===== config.mk =====
export PLATFORM = sky130hd
export DESIGN_NAME = fan_curve_speed_map_flat
export DESIGN_NICKNAME = d
export VERILOG_FILES = /design/src/fcsm_pkg.sv /design/src/fcsm_if.sv /design/src/fcsm_cfg_regs.sv /design/src/fcsm_front.sv /design/src/fcsm_div.sv /design/src/fcsm_back.sv /design/src/fan_curve_speed_map.sv /design/src/flat_wrapper.sv
export SDC_FILE = /design/constraint.sdc
export NUM_CORES = 2
export LEC_CHECK = 0
export BUFFER_PORTS_ARGS = -buffer_cell sky130_fd_sc_hd__clkbuf_2
export CAP_MARGIN = 20
export CORE_UTILIZATION = 50
export DETAILED_ROUTE_END_ITERATION = 10
export HOLD_SLACK_MARGIN = 0.1
export PLACE_DENSITY_LB_ADDON = 0.3
export SETUP_SLACK_MARGIN = 0.1
export SLEW_MARGIN = 30
export SYNTH_ARGS = -nofsm -noshare
export SYNTH_HDL_FRONTEND = slang
export SYNTH_SLANG_ARGS = --single-unit

===== constraint.sdc =====
create_clock -name clk -period 16.2 [get_ports clk]
set_input_delay 0.81 -clock clk [delete_from_list [all_inputs] [get_ports clk]]
set_output_delay 0.81 -clock clk [all_outputs]
set_load 0.01 [all_outputs]

===== src/fcsm_pkg.sv =====
// shared widths, types and helpers for the fan curve speed map
package fcsm_pkg;

    localparam int TEMP_WIDTH      = 8;
    localparam int SPEED_WIDTH     = 16;
    localparam int BP_COUNT        = 5;
    localparam int BP_WIDTH        = BP_COUNT * TEMP_WIDTH;
    localparam int CFG_DATA_WIDTH  = (BP_WIDTH > SPEED_WIDTH) ? BP_WIDTH : SPEED_WIDTH;
    localparam int CFG_INDEX_WIDTH = 3;
    localparam int NUM_WIDTH       = SPEED_WIDTH + TEMP_WIDTH + 2;
    localparam int DEN_WIDTH       = SPEED_WIDTH + TEMP_WIDTH;
    localparam int CMP_WIDTH       = ((TEMP_WIDTH > SPEED_WIDTH) ? TEMP_WIDTH : SPEED_WIDTH) + 2;

    typedef logic [TEMP_WIDTH-1:0]  temp_t;
    typedef logic [SPEED_WIDTH-1:0] speed_t;

    localparam speed_t SPEED_MAX  = '1;
    localparam speed_t STEP_RESET = speed_t'(100);

    typedef enum logic [CFG_INDEX_WIDTH-1:0] {
        REG_ALLOW_FAN_OFF   = 3'd0,
        REG_BREAKPOINTS     = 3'd1,
        REG_MIN_USABLE      = 3'd2,
        REG_SPEED_AT_START  = 3'd3,
        REG_SPEED_AT_MID    = 3'd4,
        REG_SPEED_AT_END    = 3'd5,
        REG_FULL_SPEED      = 3'd6,
        REG_SPEED_STEP      = 3'd7
    } cfg_reg_e;

    typedef struct packed {
        logic                allow_fan_off;
        logic [BP_WIDTH-1:0] temperature_breakpoints;
        speed_t              min_usable_speed;
        speed_t              speed_at_start;
        speed_t              speed_at_mid;
        speed_t              speed_at_end;
        speed_t              full_speed;
        speed_t              speed_step;
    } cfg_t;

    // dividend and divisor for one item, or a value that skips the division
    typedef struct packed {
        logic                 direct;
        speed_t               dval;
        logic                 up;
        logic [NUM_WIDTH-1:0] num;
        logic [DEN_WIDTH-1:0] den;
    } front_t;

    typedef struct packed {
        logic                 direct;
        speed_t               dval;
        logic                 up;
        logic [NUM_WIDTH-1:0] rem;
        logic [DEN_WIDTH-1:0] den;
        speed_t               quo;
    } div_stage_t;

    typedef struct packed {
        logic   direct;
        speed_t dval;
        logic   up;
        logic   rem_nz;
        speed_t quo;
    } div_t;

    function automatic speed_t eff_step(speed_t s);
        return (s == '0) ? speed_t'(1) : s;
    endfunction

endpackage


===== src/fcsm_if.sv =====
// valid/ready channels for temperature, fan speed and register writes
interface fcsm_temp_if;
    logic                  valid;
    logic                  ready;
    fcsm_pkg::temp_t       temperature;
    modport source (output valid, output temperature, input ready);
    modport sink (input valid, input temperature, output ready);
endinterface

interface fcsm_speed_if;
    logic                  valid;
    logic                  ready;
    fcsm_pkg::speed_t      fan_speed;
    modport source (output valid, output fan_speed, input ready);
    modport sink (input valid, input fan_speed, output ready);
endinterface

interface fcsm_cfg_if;
    logic                                   valid;
    logic                                   ready;
    logic [fcsm_pkg::CFG_INDEX_WIDTH-1:0]   index;
    logic [fcsm_pkg::CFG_DATA_WIDTH-1:0]    data;
    modport source (output valid, output index, output data, input ready);
    modport sink (input valid, input index, input data, output ready);
endinterface


===== src/fcsm_cfg_regs.sv =====
// configuration register file
module fcsm_cfg_regs (
    input  logic            clk,
    input  logic            rst_n,
    fcsm_cfg_if.sink        cfg,
    output fcsm_pkg::cfg_t  regs
);

    fcsm_pkg::cfg_t regs_reg;

    assign cfg.ready = 1'b1;
    assign regs      = regs_reg;

    always_ff @(posedge clk or negedge rst_n)
    begin
        if (!rst_n)
        begin
            regs_reg <= '{
                allow_fan_off:           1'b0,
                temperature_breakpoints: '0,
                min_usable_speed:        '0,
                speed_at_start:          '0,
                speed_at_mid:            '0,
                speed_at_end:            '0,
                full_speed:              '0,
                speed_step:              fcsm_pkg::STEP_RESET
            };
        end
        else if (cfg.valid)
        begin
            unique case (fcsm_pkg::cfg_reg_e'(cfg.index))
                fcsm_pkg::REG_ALLOW_FAN_OFF:
                    regs_reg.allow_fan_off <= cfg.data[0];
                fcsm_pkg::REG_BREAKPOINTS:
                    regs_reg.temperature_breakpoints <= cfg.data[fcsm_pkg::BP_WIDTH-1:0];
                fcsm_pkg::REG_MIN_USABLE:
                    regs_reg.min_usable_speed <= cfg.data[fcsm_pkg::SPEED_WIDTH-1:0];
                fcsm_pkg::REG_SPEED_AT_START:
                    regs_reg.speed_at_start <= cfg.data[fcsm_pkg::SPEED_WIDTH-1:0];
                fcsm_pkg::REG_SPEED_AT_MID:
                    regs_reg.speed_at_mid <= cfg.data[fcsm_pkg::SPEED_WIDTH-1:0];
                fcsm_pkg::REG_SPEED_AT_END:
                    regs_reg.speed_at_end <= cfg.data[fcsm_pkg::SPEED_WIDTH-1:0];
                fcsm_pkg::REG_FULL_SPEED:
                    regs_reg.full_speed <= cfg.data[fcsm_pkg::SPEED_WIDTH-1:0];
                fcsm_pkg::REG_SPEED_STEP:
                    regs_reg.speed_step <= cfg.data[fcsm_pkg::SPEED_WIDTH-1:0];
                default:
                    regs_reg <= regs_reg;
            endcase
        end
    end

endmodule


===== src/fcsm_front.sv =====
// segment select, products and dividend sum: three pipeline stages
module fcsm_front (
    input  logic              clk,
    input  logic              rst_n,
    input  fcsm_pkg::cfg_t    cfg,
    fcsm_temp_if.sink         sample,
    output logic              out_valid,
    output fcsm_pkg::front_t  out_pl,
    input  logic              out_ready
);

    typedef struct packed {
        logic                              direct;
        fcsm_pkg::speed_t                  dval;
        logic                              up;
        fcsm_pkg::speed_t                  ya;
        fcsm_pkg::temp_t                   dxa;
        logic [fcsm_pkg::SPEED_WIDTH:0]    dy;
        logic [fcsm_pkg::TEMP_WIDTH:0]     xrel;
    } sel_t;

    typedef struct packed {
        logic                                                   direct;
        fcsm_pkg::speed_t                                       dval;
        logic                                                   up;
        logic [fcsm_pkg::SPEED_WIDTH+fcsm_pkg::TEMP_WIDTH-1:0]  p_ya;
        logic [fcsm_pkg::SPEED_WIDTH+fcsm_pkg::TEMP_WIDTH+1:0]  p_dy;
        logic [fcsm_pkg::DEN_WIDTH-1:0]                         den;
    } prod_t;

    logic s1_valid_reg, s2_valid_reg, s3_valid_reg;
    logic move1, move2, move3;
    sel_t             s1_reg, s1_next;
    prod_t            s2_reg, s2_next;
    fcsm_pkg::front_t s3_reg, s3_next;

    fcsm_pkg::temp_t  t, t0, t1, t2, t3, t4, xa, xb, x;
    fcsm_pkg::speed_t ya, yb;
    logic signed [fcsm_pkg::TEMP_WIDTH:0]  dx, xrel;
    logic [fcsm_pkg::TEMP_WIDTH:0]         dx_mag;
    logic signed [fcsm_pkg::SPEED_WIDTH:0] dy, dy_half;
    logic signed [fcsm_pkg::CMP_WIDTH-1:0] x_cmp, half_cmp;
    logic signed [fcsm_pkg::SPEED_WIDTH+fcsm_pkg::TEMP_WIDTH+2:0] num_full;

    // a stage moves when it is empty or its successor moves
    assign move3        = !s3_valid_reg || out_ready;
    assign move2        = !s2_valid_reg || move3;
    assign move1        = !s1_valid_reg || move2;
    assign sample.ready = move1;
    assign out_valid    = s3_valid_reg;
    assign out_pl       = s3_reg;

    // stage 1: pick the curve region and the segment end points
    always_comb
    begin
        t  = sample.temperature;
        t0 = cfg.temperature_breakpoints[0*fcsm_pkg::TEMP_WIDTH +: fcsm_pkg::TEMP_WIDTH];
        t1 = cfg.temperature_breakpoints[1*fcsm_pkg::TEMP_WIDTH +: fcsm_pkg::TEMP_WIDTH];
        t2 = cfg.temperature_breakpoints[2*fcsm_pkg::TEMP_WIDTH +: fcsm_pkg::TEMP_WIDTH];
        t3 = cfg.temperature_breakpoints[3*fcsm_pkg::TEMP_WIDTH +: fcsm_pkg::TEMP_WIDTH];
        t4 = cfg.temperature_breakpoints[4*fcsm_pkg::TEMP_WIDTH +: fcsm_pkg::TEMP_WIDTH];

        s1_next.direct = 1'b1;
        s1_next.dval   = '0;
        xa = t1;
        xb = t2;
        ya = cfg.speed_at_start;
        yb = cfg.speed_at_mid;
        x  = t;

        if (t < t0 && cfg.allow_fan_off)
            s1_next.dval = '0;
        else if (t < t1 || (t < t0 && t == t1))
            s1_next.dval = cfg.min_usable_speed;
        else if (t <= t2)
        begin
            if (t == t1)
                s1_next.dval = cfg.speed_at_start;
            else if (t == t2)
                s1_next.dval = cfg.speed_at_mid;
            else
                s1_next.direct = 1'b0;
        end
        else if (t < t4)
        begin
            xa = t2;
            xb = t3;
            ya = cfg.speed_at_mid;
            yb = cfg.speed_at_end;
            x  = (t > t3) ? t3 : t;
            // zero-width segment gives its end speed as is
            if (t3 == t2)
                s1_next.dval = cfg.speed_at_end;
            else
                s1_next.direct = 1'b0;
        end
        else
            s1_next.dval = cfg.full_speed;

        dx   = $signed({1'b0, xb}) - $signed({1'b0, xa});
        xrel = $signed({1'b0, x}) - $signed({1'b0, xa});
        dy   = $signed({1'b0, yb}) - $signed({1'b0, ya});

        // half of dy, truncated toward zero
        dy_half  = (dy + $signed({{fcsm_pkg::SPEED_WIDTH{1'b0}}, dy[fcsm_pkg::SPEED_WIDTH]})) >>> 1;
        x_cmp    = $signed(fcsm_pkg::CMP_WIDTH'(x));
        half_cmp = fcsm_pkg::CMP_WIDTH'(dy_half);
        s1_next.up = x_cmp > half_cmp;

        // reversed segment: flip signs so the divisor stays positive
        dx_mag        = dx[fcsm_pkg::TEMP_WIDTH] ? -dx : dx;
        s1_next.dxa   = dx_mag[fcsm_pkg::TEMP_WIDTH-1:0];
        s1_next.xrel  = dx[fcsm_pkg::TEMP_WIDTH] ? -xrel : xrel;
        s1_next.dy    = dy;
        s1_next.ya    = ya;
    end

    // stage 2: the three products
    always_comb
    begin
        s2_next.direct = s1_reg.direct;
        s2_next.dval   = s1_reg.dval;
        s2_next.up     = s1_reg.up;
        s2_next.p_ya   = s1_reg.ya * s1_reg.dxa;
        s2_next.p_dy   = $signed(s1_reg.dy) * $signed(s1_reg.xrel);
        s2_next.den    = s1_reg.dxa * fcsm_pkg::eff_step(cfg.speed_step);
    end

    // stage 3: dividend, never negative once the divisor is positive
    always_comb
    begin
        num_full       = $signed({1'b0, s2_reg.p_ya}) + $signed(s2_reg.p_dy);
        s3_next.direct = s2_reg.direct;
        s3_next.dval   = s2_reg.dval;
        s3_next.up     = s2_reg.up;
        s3_next.num    = num_full[fcsm_pkg::NUM_WIDTH-1:0];
        s3_next.den    = s2_reg.den;
    end

    always_ff @(posedge clk or negedge rst_n)
    begin
        if (!rst_n)
        begin
            s1_valid_reg <= 1'b0;
            s2_valid_reg <= 1'b0;
            s3_valid_reg <= 1'b0;
        end
        else
        begin
            if (move1)
                s1_valid_reg <= sample.valid;
            if (move2)
                s2_valid_reg <= s1_valid_reg;
            if (move3)
                s3_valid_reg <= s2_valid_reg;
        end
    end

    always_ff @(posedge clk)
    begin
        if (move1 && sample.valid)
            s1_reg <= s1_next;
        if (move2 && s1_valid_reg)
            s2_reg <= s2_next;
        if (move3 && s2_valid_reg)
            s3_reg <= s3_next;
    end

endmodule


===== src/fcsm_div.sv =====
// restoring divider, one quotient bit per pipeline stage
module fcsm_div (
    input  logic              clk,
    input  logic              rst_n,
    input  logic              in_valid,
    input  fcsm_pkg::front_t  in_pl,
    output logic              in_ready,
    output logic              out_valid,
    output fcsm_pkg::div_t    out_pl,
    input  logic              out_ready
);

    logic                 stage_valid_reg [fcsm_pkg::SPEED_WIDTH];
    fcsm_pkg::div_stage_t stage_reg       [fcsm_pkg::SPEED_WIDTH];
    logic                 move            [fcsm_pkg::SPEED_WIDTH];

    genvar k;
    generate
        for (k = 0; k < fcsm_pkg::SPEED_WIDTH; k++)
        begin : g_stage
            localparam int BIT = fcsm_pkg::SPEED_WIDTH - 1 - k;

            fcsm_pkg::div_stage_t src, stage_next;
            logic                 src_valid;
            logic                 ge;
            logic [fcsm_pkg::NUM_WIDTH-1:0] rem_hi;

            if (k == 0)
            begin : g_head
                assign src_valid  = in_valid;
                assign src.direct = in_pl.direct;
                assign src.dval   = in_pl.dval;
                assign src.up     = in_pl.up;
                assign src.rem    = in_pl.num;
                assign src.den    = in_pl.den;
                assign src.quo    = '0;
            end
            else
            begin : g_body
                assign src_valid = stage_valid_reg[k-1];
                assign src       = stage_reg[k-1];
            end

            if (k == fcsm_pkg::SPEED_WIDTH - 1)
            begin : g_last
                assign move[k] = !stage_valid_reg[k] || out_ready;
            end
            else
            begin : g_mid
                assign move[k] = !stage_valid_reg[k] || move[k+1];
            end

            always_comb
            begin
                rem_hi     = src.rem >> BIT;
                ge         = rem_hi >= fcsm_pkg::NUM_WIDTH'(src.den);
                stage_next = src;
                if (ge)
                    stage_next.rem = src.rem - (fcsm_pkg::NUM_WIDTH'(src.den) << BIT);
                stage_next.quo[BIT] = ge;
            end

            always_ff @(posedge clk or negedge rst_n)
            begin
                if (!rst_n)
                    stage_valid_reg[k] <= 1'b0;
                else if (move[k])
                    stage_valid_reg[k] <= src_valid;
            end

            always_ff @(posedge clk)
            begin
                if (move[k] && src_valid)
                    stage_reg[k] <= stage_next;
            end
        end
    endgenerate

    assign in_ready       = move[0];
    assign out_valid      = stage_valid_reg[fcsm_pkg::SPEED_WIDTH-1];
    assign out_pl.direct  = stage_reg[fcsm_pkg::SPEED_WIDTH-1].direct;
    assign out_pl.dval    = stage_reg[fcsm_pkg::SPEED_WIDTH-1].dval;
    assign out_pl.up      = stage_reg[fcsm_pkg::SPEED_WIDTH-1].up;
    assign out_pl.rem_nz  = |stage_reg[fcsm_pkg::SPEED_WIDTH-1].rem;
    assign out_pl.quo     = stage_reg[fcsm_pkg::SPEED_WIDTH-1].quo;

endmodule


===== src/fcsm_back.sv =====
// rounding, rescale by the step and saturation: three pipeline stages
module fcsm_back (
    input  logic            clk,
    input  logic            rst_n,
    input  fcsm_pkg::cfg_t  cfg,
    input  logic            in_valid,
    input  fcsm_pkg::div_t  in_pl,
    output logic            in_ready,
    fcsm_speed_if.source    speed
);

    typedef struct packed {
        logic                           direct;
        fcsm_pkg::speed_t               dval;
        logic [fcsm_pkg::SPEED_WIDTH:0] qf;
    } round_t;

    typedef struct packed {
        logic                             direct;
        fcsm_pkg::speed_t                 dval;
        logic [2*fcsm_pkg::SPEED_WIDTH:0] prod;
    } scale_t;

    logic b1_valid_reg, b2_valid_reg, b3_valid_reg;
    logic move1, move2, move3;
    round_t           b1_reg, b1_next;
    scale_t           b2_reg, b2_next;
    fcsm_pkg::speed_t b3_reg, b3_next;

    assign move3          = !b3_valid_reg || speed.ready;
    assign move2          = !b2_valid_reg || move3;
    assign move1          = !b1_valid_reg || move2;
    assign in_ready       = move1;
    assign speed.valid    = b3_valid_reg;
    assign speed.fan_speed = b3_reg;

    // round up only when a remainder is left and the up rule holds
    always_comb
    begin
        b1_next.direct = in_pl.direct;
        b1_next.dval   = in_pl.dval;
        b1_next.qf     = {1'b0, in_pl.quo}
                       + (fcsm_pkg::SPEED_WIDTH+1)'(in_pl.up & in_pl.rem_nz);
    end

    always_comb
    begin
        b2_next.direct = b1_reg.direct;
        b2_next.dval   = b1_reg.dval;
        b2_next.prod   = b1_reg.qf * fcsm_pkg::eff_step(cfg.speed_step);
    end

    always_comb
    begin
        if (b2_reg.direct)
            b3_next = b2_reg.dval;
        else if (b2_reg.prod > (2*fcsm_pkg::SPEED_WIDTH+1)'(fcsm_pkg::SPEED_MAX))
            b3_next = fcsm_pkg::SPEED_MAX;
        else
            b3_next = b2_reg.prod[fcsm_pkg::SPEED_WIDTH-1:0];
    end

    always_ff @(posedge clk or negedge rst_n)
    begin
        if (!rst_n)
        begin
            b1_valid_reg <= 1'b0;
            b2_valid_reg <= 1'b0;
            b3_valid_reg <= 1'b0;
        end
        else
        begin
            if (move1)
                b1_valid_reg <= in_valid;
            if (move2)
                b2_valid_reg <= b1_valid_reg;
            if (move3)
                b3_valid_reg <= b2_valid_reg;
        end
    end

    always_ff @(posedge clk)
    begin
        if (move1 && in_valid)
            b1_reg <= b1_next;
        if (move2 && b1_valid_reg)
            b2_reg <= b2_next;
        if (move3 && b2_valid_reg)
            b3_reg <= b3_next;
    end

endmodule


===== src/fan_curve_speed_map.sv =====
// fan curve speed map: 22 register stages, 3 front, 16 divider, 3 back
// throughput: one temperature per cycle while the output is not stalled;
// the divider takes one quotient bit per stage
// each stage advances when empty or when its successor advances, so bubbles fill under stall
// reset clears all stage valid bits and loads register defaults (speed step 100, others 0)
module fan_curve_speed_map (
    input  logic          clk,
    input  logic          rst_n,
    fcsm_temp_if.sink     sample,
    fcsm_speed_if.source  speed,
    fcsm_cfg_if.sink      cfg
);

    fcsm_pkg::cfg_t   regs;
    logic             front_valid, front_ready;
    fcsm_pkg::front_t front_pl;
    logic             div_valid, div_ready;
    fcsm_pkg::div_t   div_pl;

    fcsm_cfg_regs u_cfg_regs (
        .clk   (clk),
        .rst_n (rst_n),
        .cfg   (cfg),
        .regs  (regs)
    );

    fcsm_front u_front (
        .clk       (clk),
        .rst_n     (rst_n),
        .cfg       (regs),
        .sample    (sample),
        .out_valid (front_valid),
        .out_pl    (front_pl),
        .out_ready (front_ready)
    );

    fcsm_div u_div (
        .clk       (clk),
        .rst_n     (rst_n),
        .in_valid  (front_valid),
        .in_pl     (front_pl),
        .in_ready  (front_ready),
        .out_valid (div_valid),
        .out_pl    (div_pl),
        .out_ready (div_ready)
    );

    fcsm_back u_back (
        .clk      (clk),
        .rst_n    (rst_n),
        .cfg      (regs),
        .in_valid (div_valid),
        .in_pl    (div_pl),
        .in_ready (div_ready),
        .speed    (speed)
    );

    // input is held off only when every stage is full and the output is stalled
    a_stall_only_from_output: assert property (
        @(posedge clk) disable iff (!rst_n)
        !sample.ready |-> (speed.valid && !speed.ready)
    ) else $error("input stalled without output backpressure");

    // quotient of an interpolated item must fit the speed width
    a_quotient_fits: assert property (
        @(posedge clk) disable iff (!rst_n)
        (front_valid && !front_pl.direct) |->
            ((front_pl.num >> fcsm_pkg::SPEED_WIDTH) < fcsm_pkg::NUM_WIDTH'(front_pl.den))
    ) else $error("dividend out of range for the divider");

endmodule

===== src/flat_wrapper.sv =====
// flat-port wrapper written by rule: the top's interface ports become plain ports
module fan_curve_speed_map_flat 
  (clk, rst_n, sample_valid, sample_temperature, sample_ready, speed_valid, speed_fan_speed, speed_ready, cfg_valid, cfg_index, cfg_data, cfg_ready);
  fcsm_temp_if sample_i ();
  fcsm_speed_if speed_i ();
  fcsm_cfg_if cfg_i ();
  input  logic clk;
  input  logic rst_n;
  input wire logic [$bits(sample_i.valid)-1:0] sample_valid;
  input wire logic [$bits(sample_i.temperature)-1:0] sample_temperature;
  output wire logic [$bits(sample_i.ready)-1:0] sample_ready;
  output wire logic [$bits(speed_i.valid)-1:0] speed_valid;
  output wire logic [$bits(speed_i.fan_speed)-1:0] speed_fan_speed;
  input wire logic [$bits(speed_i.ready)-1:0] speed_ready;
  input wire logic [$bits(cfg_i.valid)-1:0] cfg_valid;
  input wire logic [$bits(cfg_i.index)-1:0] cfg_index;
  input wire logic [$bits(cfg_i.data)-1:0] cfg_data;
  output wire logic [$bits(cfg_i.ready)-1:0] cfg_ready;
  assign sample_i.valid = sample_valid;
  assign sample_i.temperature = sample_temperature;
  assign sample_ready = sample_i.ready;
  assign speed_valid = speed_i.valid;
  assign speed_fan_speed = speed_i.fan_speed;
  assign speed_i.ready = speed_ready;
  assign cfg_i.valid = cfg_valid;
  assign cfg_i.index = cfg_index;
  assign cfg_i.data = cfg_data;
  assign cfg_ready = cfg_i.ready;
  fan_curve_speed_map u_core (.clk(clk), .rst_n(rst_n), .sample(sample_i), .speed(speed_i), .cfg(cfg_i));
endmodule

==> flow_metrics.py <==
metrics = {
    "timing": {
        "rsz0062_at_grt": "false",
        "slew_headroom": 0.381,
        "hold_viol_final": 0,
        "tns_ns": 0,
        "period_needed_ns": 8.70,
        "fmax_mhz": 115,
        "setup_violations": 0,
        "post-route-period-util": 0.537,
        "tightest_slew_ns": 0.929,
        "maxSlewViolCount": 0,
        "skew_ns": 0.0414,
    },
    "min_path": {
        "min_to": "u_core.u_cfg_regs.regs[130]",
        "hold_class": "primary input to flop",
        "hold_start": "cfg_data[34]",
        "hold_depth": 3,
    },
    "clocking": {
        "ctsLongestPathBuffers": 3,
        "cts.sinks": 1687,
        "h-tree-depth": 4,
        "cts_tree": "yes",
        "cts_resized": 0,
        "clk_pin_slew_ns": 0.06,
        "root_buffer": "clkbuf_16",
        "clk_latency_ns": 0.84,
        "cts_buffers": 177,
    },
    "drt": {
        "via_per_inst": 5.46,
        "drt_iter0_drc": 3246,
        "ant_nets": 0,
        "via_count": 58560,
        "wl_per_cell_microns": 18.4,
        "routed_wl_microns": 198000,
        "drc": 0,
        "drtPass1Iterations": 6,
    },
    "yosys": {
        "synth_warnings": 0,
        "synth-edff-count": 1528,
        "ys.flop_type": "edfxtp_1",
        "synthArstFlopShare": 0.0943,
        "synth_area_per_cell_sq_um": 12.2,
        "synth-seq-cells": 1687,
        "syn_area_sq_um": 96900,
        "ys_types": 88,
        "synth.yosys.seq_area_share": 0.515,
        "syn_inst": 7919,
        "synth_nets": 9144,
    },
    "floorplanning": {
        "core-area_sq_um": 193000,
        "io_pins": 75,
        "fp.dieH_microns": 442,
        "die_w_microns": 442,
        "start_util": 0.503,
        "dieArea_sq_um": 196000,
        "rows": 161,
    },
    "worst_setup_path": {
        "timing.rr.end": "u_core.u_front.s1_reg[50]",
        "cp_common_cell": "ha_1",
        "cp.required_ns": 16.88,
        "ff2ff_path_depth": 37,
        "max_stage_delay_ns": 0.71,
        "regToRegSetupSlack_ns": 7.50,
        "cp-end-kind": "flop",
        "cp_max_fo": 63,
        "crit_arrival_ns": 9.39,
        "critPathLaunchType": "flop",
        "r2r_start": "u_core.u_cfg_regs.regs[113]",
        "setup.worst_path.start": "u_core.u_cfg_regs.regs[113]",
        "critical_path.slowest_cell": "o211a_2",
        "crit_type": "flop to flop",
    },
    "grt": {
        "grt_max_degree": 83,
        "grt_pass1_wl_microns": 319000,
        "grt_overflow": 0,
        "antenna_found_initial": 2,
        "grt_pass1_vias": 59843,
        "grt_usage": 0.204,
    },
    "placement": {
        "gp_congestion": 0.889,
        "io_buffers": 73,
        "dp_hpwl_microns": 147000,
    },
    "finish": {
        "synthToLayoutAreaGrowth_pct": 9.91,
        "nNetsFinal": 9268,
        "largest_reg_flops": 1200,
        "num-fill-cells": 15709,
        "drive_gt1_frac": 0.0945,
    },
    "job": {
        "maxCapViolCount": 0,
    },
    "status": {
        "status": "completed",
    },
}
## placed cells by master (no fill, tap or decap), drive strengths merged, types with 67 or more instances in the layout
cell type / instances
nor2: 284
nand2b: 92
fa: 522
ha: 647
xnor2: 252
o21ai: 379
nand2: 732
dfrtp: 156
nor2b: 83
clkbuf: 271
inv: 1023
nand3: 105
xor2: 129
edfxtp: 1528
nor3: 107
buf: 74
clkinv: 74
nand4: 67
mux2: 252
a21o: 127
and2: 331
a21oi: 292
## worst max-delay path: cells and delay by family, from the launching register on
kind / cells / cell delay, ns
AO/OA/AOI/OAI: 12 / 2.66
XOR/XNOR: 1 / 0.14
adder cells (fa/ha/maj): 5 / 1.33
buffers and inverters: 4 / 0.80
flip-flops: 1 / 0.38
multiplexers: 1 / 0.34
AND/OR/NAND/NOR: 14 / 2.86
## area by class of cell
type                            instances  area, sq um  area share
Antenna cell                            3         7.51   0.0000705
Multi-Input combinational cell       5020        42600       0.400
Inverter                             1009         3790      0.0356
Clock buffer                          198         4540      0.0426
Clock inverter                        131         1500      0.0141
Sequential cell                      1687        49900       0.468
Tap cell                             2526         3160      0.0297
Timing Repair Buffer                  148          982     0.00923
## logic make-up (layout without fill, tap and decap cells)
logic type / Yosys count / in the layout / share of synthesized area
buffers and inverters: 1212 / 1486 / 0.0473
adder cells (fa/ha/maj): 1169 / 1169 / 0.191
XOR/XNOR: 381 / 381 / 0.0344
AND/OR/NAND/NOR: 1973 / 1973 / 0.0995
AO/OA/AOI/OAI: 1214 / 1214 / 0.0801
other: 1 / 4 / 0.0000387
multiplexers: 282 / 282 / 0.0324
flip-flops: 1687 / 1687 / 0.515
## metal layers
layer  vias to the layer above  part of all wire  global-route usage
met3                       330             0.039              0.0267
met2                      1214              0.51               0.359
met5                         -                 0                   0
met1                     29154              0.42               0.259
met4                         0             0.030              0.0682
li1                      27862                 -                   -
## cells in the mapped netlist, drive strengths merged (12+ instances only)
library cell / instances / area, sq um
xor2: 129 / 1130
nor4: 36 / 225
o41ai: 18 / 165
a211oi: 33 / 248
xnor2: 252 / 2210
nand2b: 92 / 576
mux2i: 30 / 300
a21boi: 38 / 285
clkbuf: 175 / 657
a31oi: 33 / 213
inv: 1009 / 3790
nor3: 107 / 541
nand3: 105 / 526
o21a: 56 / 420
a2111oi: 12 / 119
nand2: 732 / 2750
a21oi: 292 / 1470
a22o: 18 / 158
dfrtp: 156 / 3900
and2: 331 / 2070
or3: 28 / 175
o211ai: 20 / 164
mux2: 252 / 2840
ha: 647 / 8100
o21bai: 35 / 263
a222oi: 16 / 160
nand4: 67 / 419
edfxtp: 1528 / 45900
nor2b: 83 / 519
or2: 26 / 163
buf: 28 / 138
nor2: 284 / 1070
o31ai: 35 / 268
o21ai: 379 / 1910
and3: 34 / 213
a21o: 127 / 953
fa: 522 / 10500
and4: 15 / 131
## per-stage QoR
stage                     area [sq um]  cells  worst slack [ns]  utilization  hold WS [ns]
after floorplan                  96900   7919              8.15            -         0.400
after global placement          100000  10383              6.81        0.521         0.401
after detailed placement        100000  10387              6.76        0.521         0.405
after CTS                       106000  10717              7.27        0.553         0.110
after global routing            106000  10721              6.97        0.553         0.153
final                           106000  10722              7.50        0.553         0.175
## what timing repair did
| action | in CTS | in global routing |
|---|---|---|
| hold endpoints to repair | 41 | 0 |
| buffers inserted | 0 | 0 |
| hold buffers | 1 | 0 |
## worst max path at each step
| stage | endpoint | cells after the start |
|---|---|---|
| after floorplan | u_core.u_div.stage_reg[1][173] | 6 |
| after global placement | u_core.u_front.s1_reg[50] | 37 |
| after detailed placement | u_core.u_front.s1_reg[50] | 37 |
| after CTS | u_core.u_front.s1_reg[50] | 37 |
| after global routing | u_core.u_front.s1_reg[50] | 37 |
| final | u_core.u_front.s1_reg[50] | 37 |
Power is left out: the tool's default activity adds up to more than one toggle a clock period on the data nets, which glitch-free logic cannot reach.
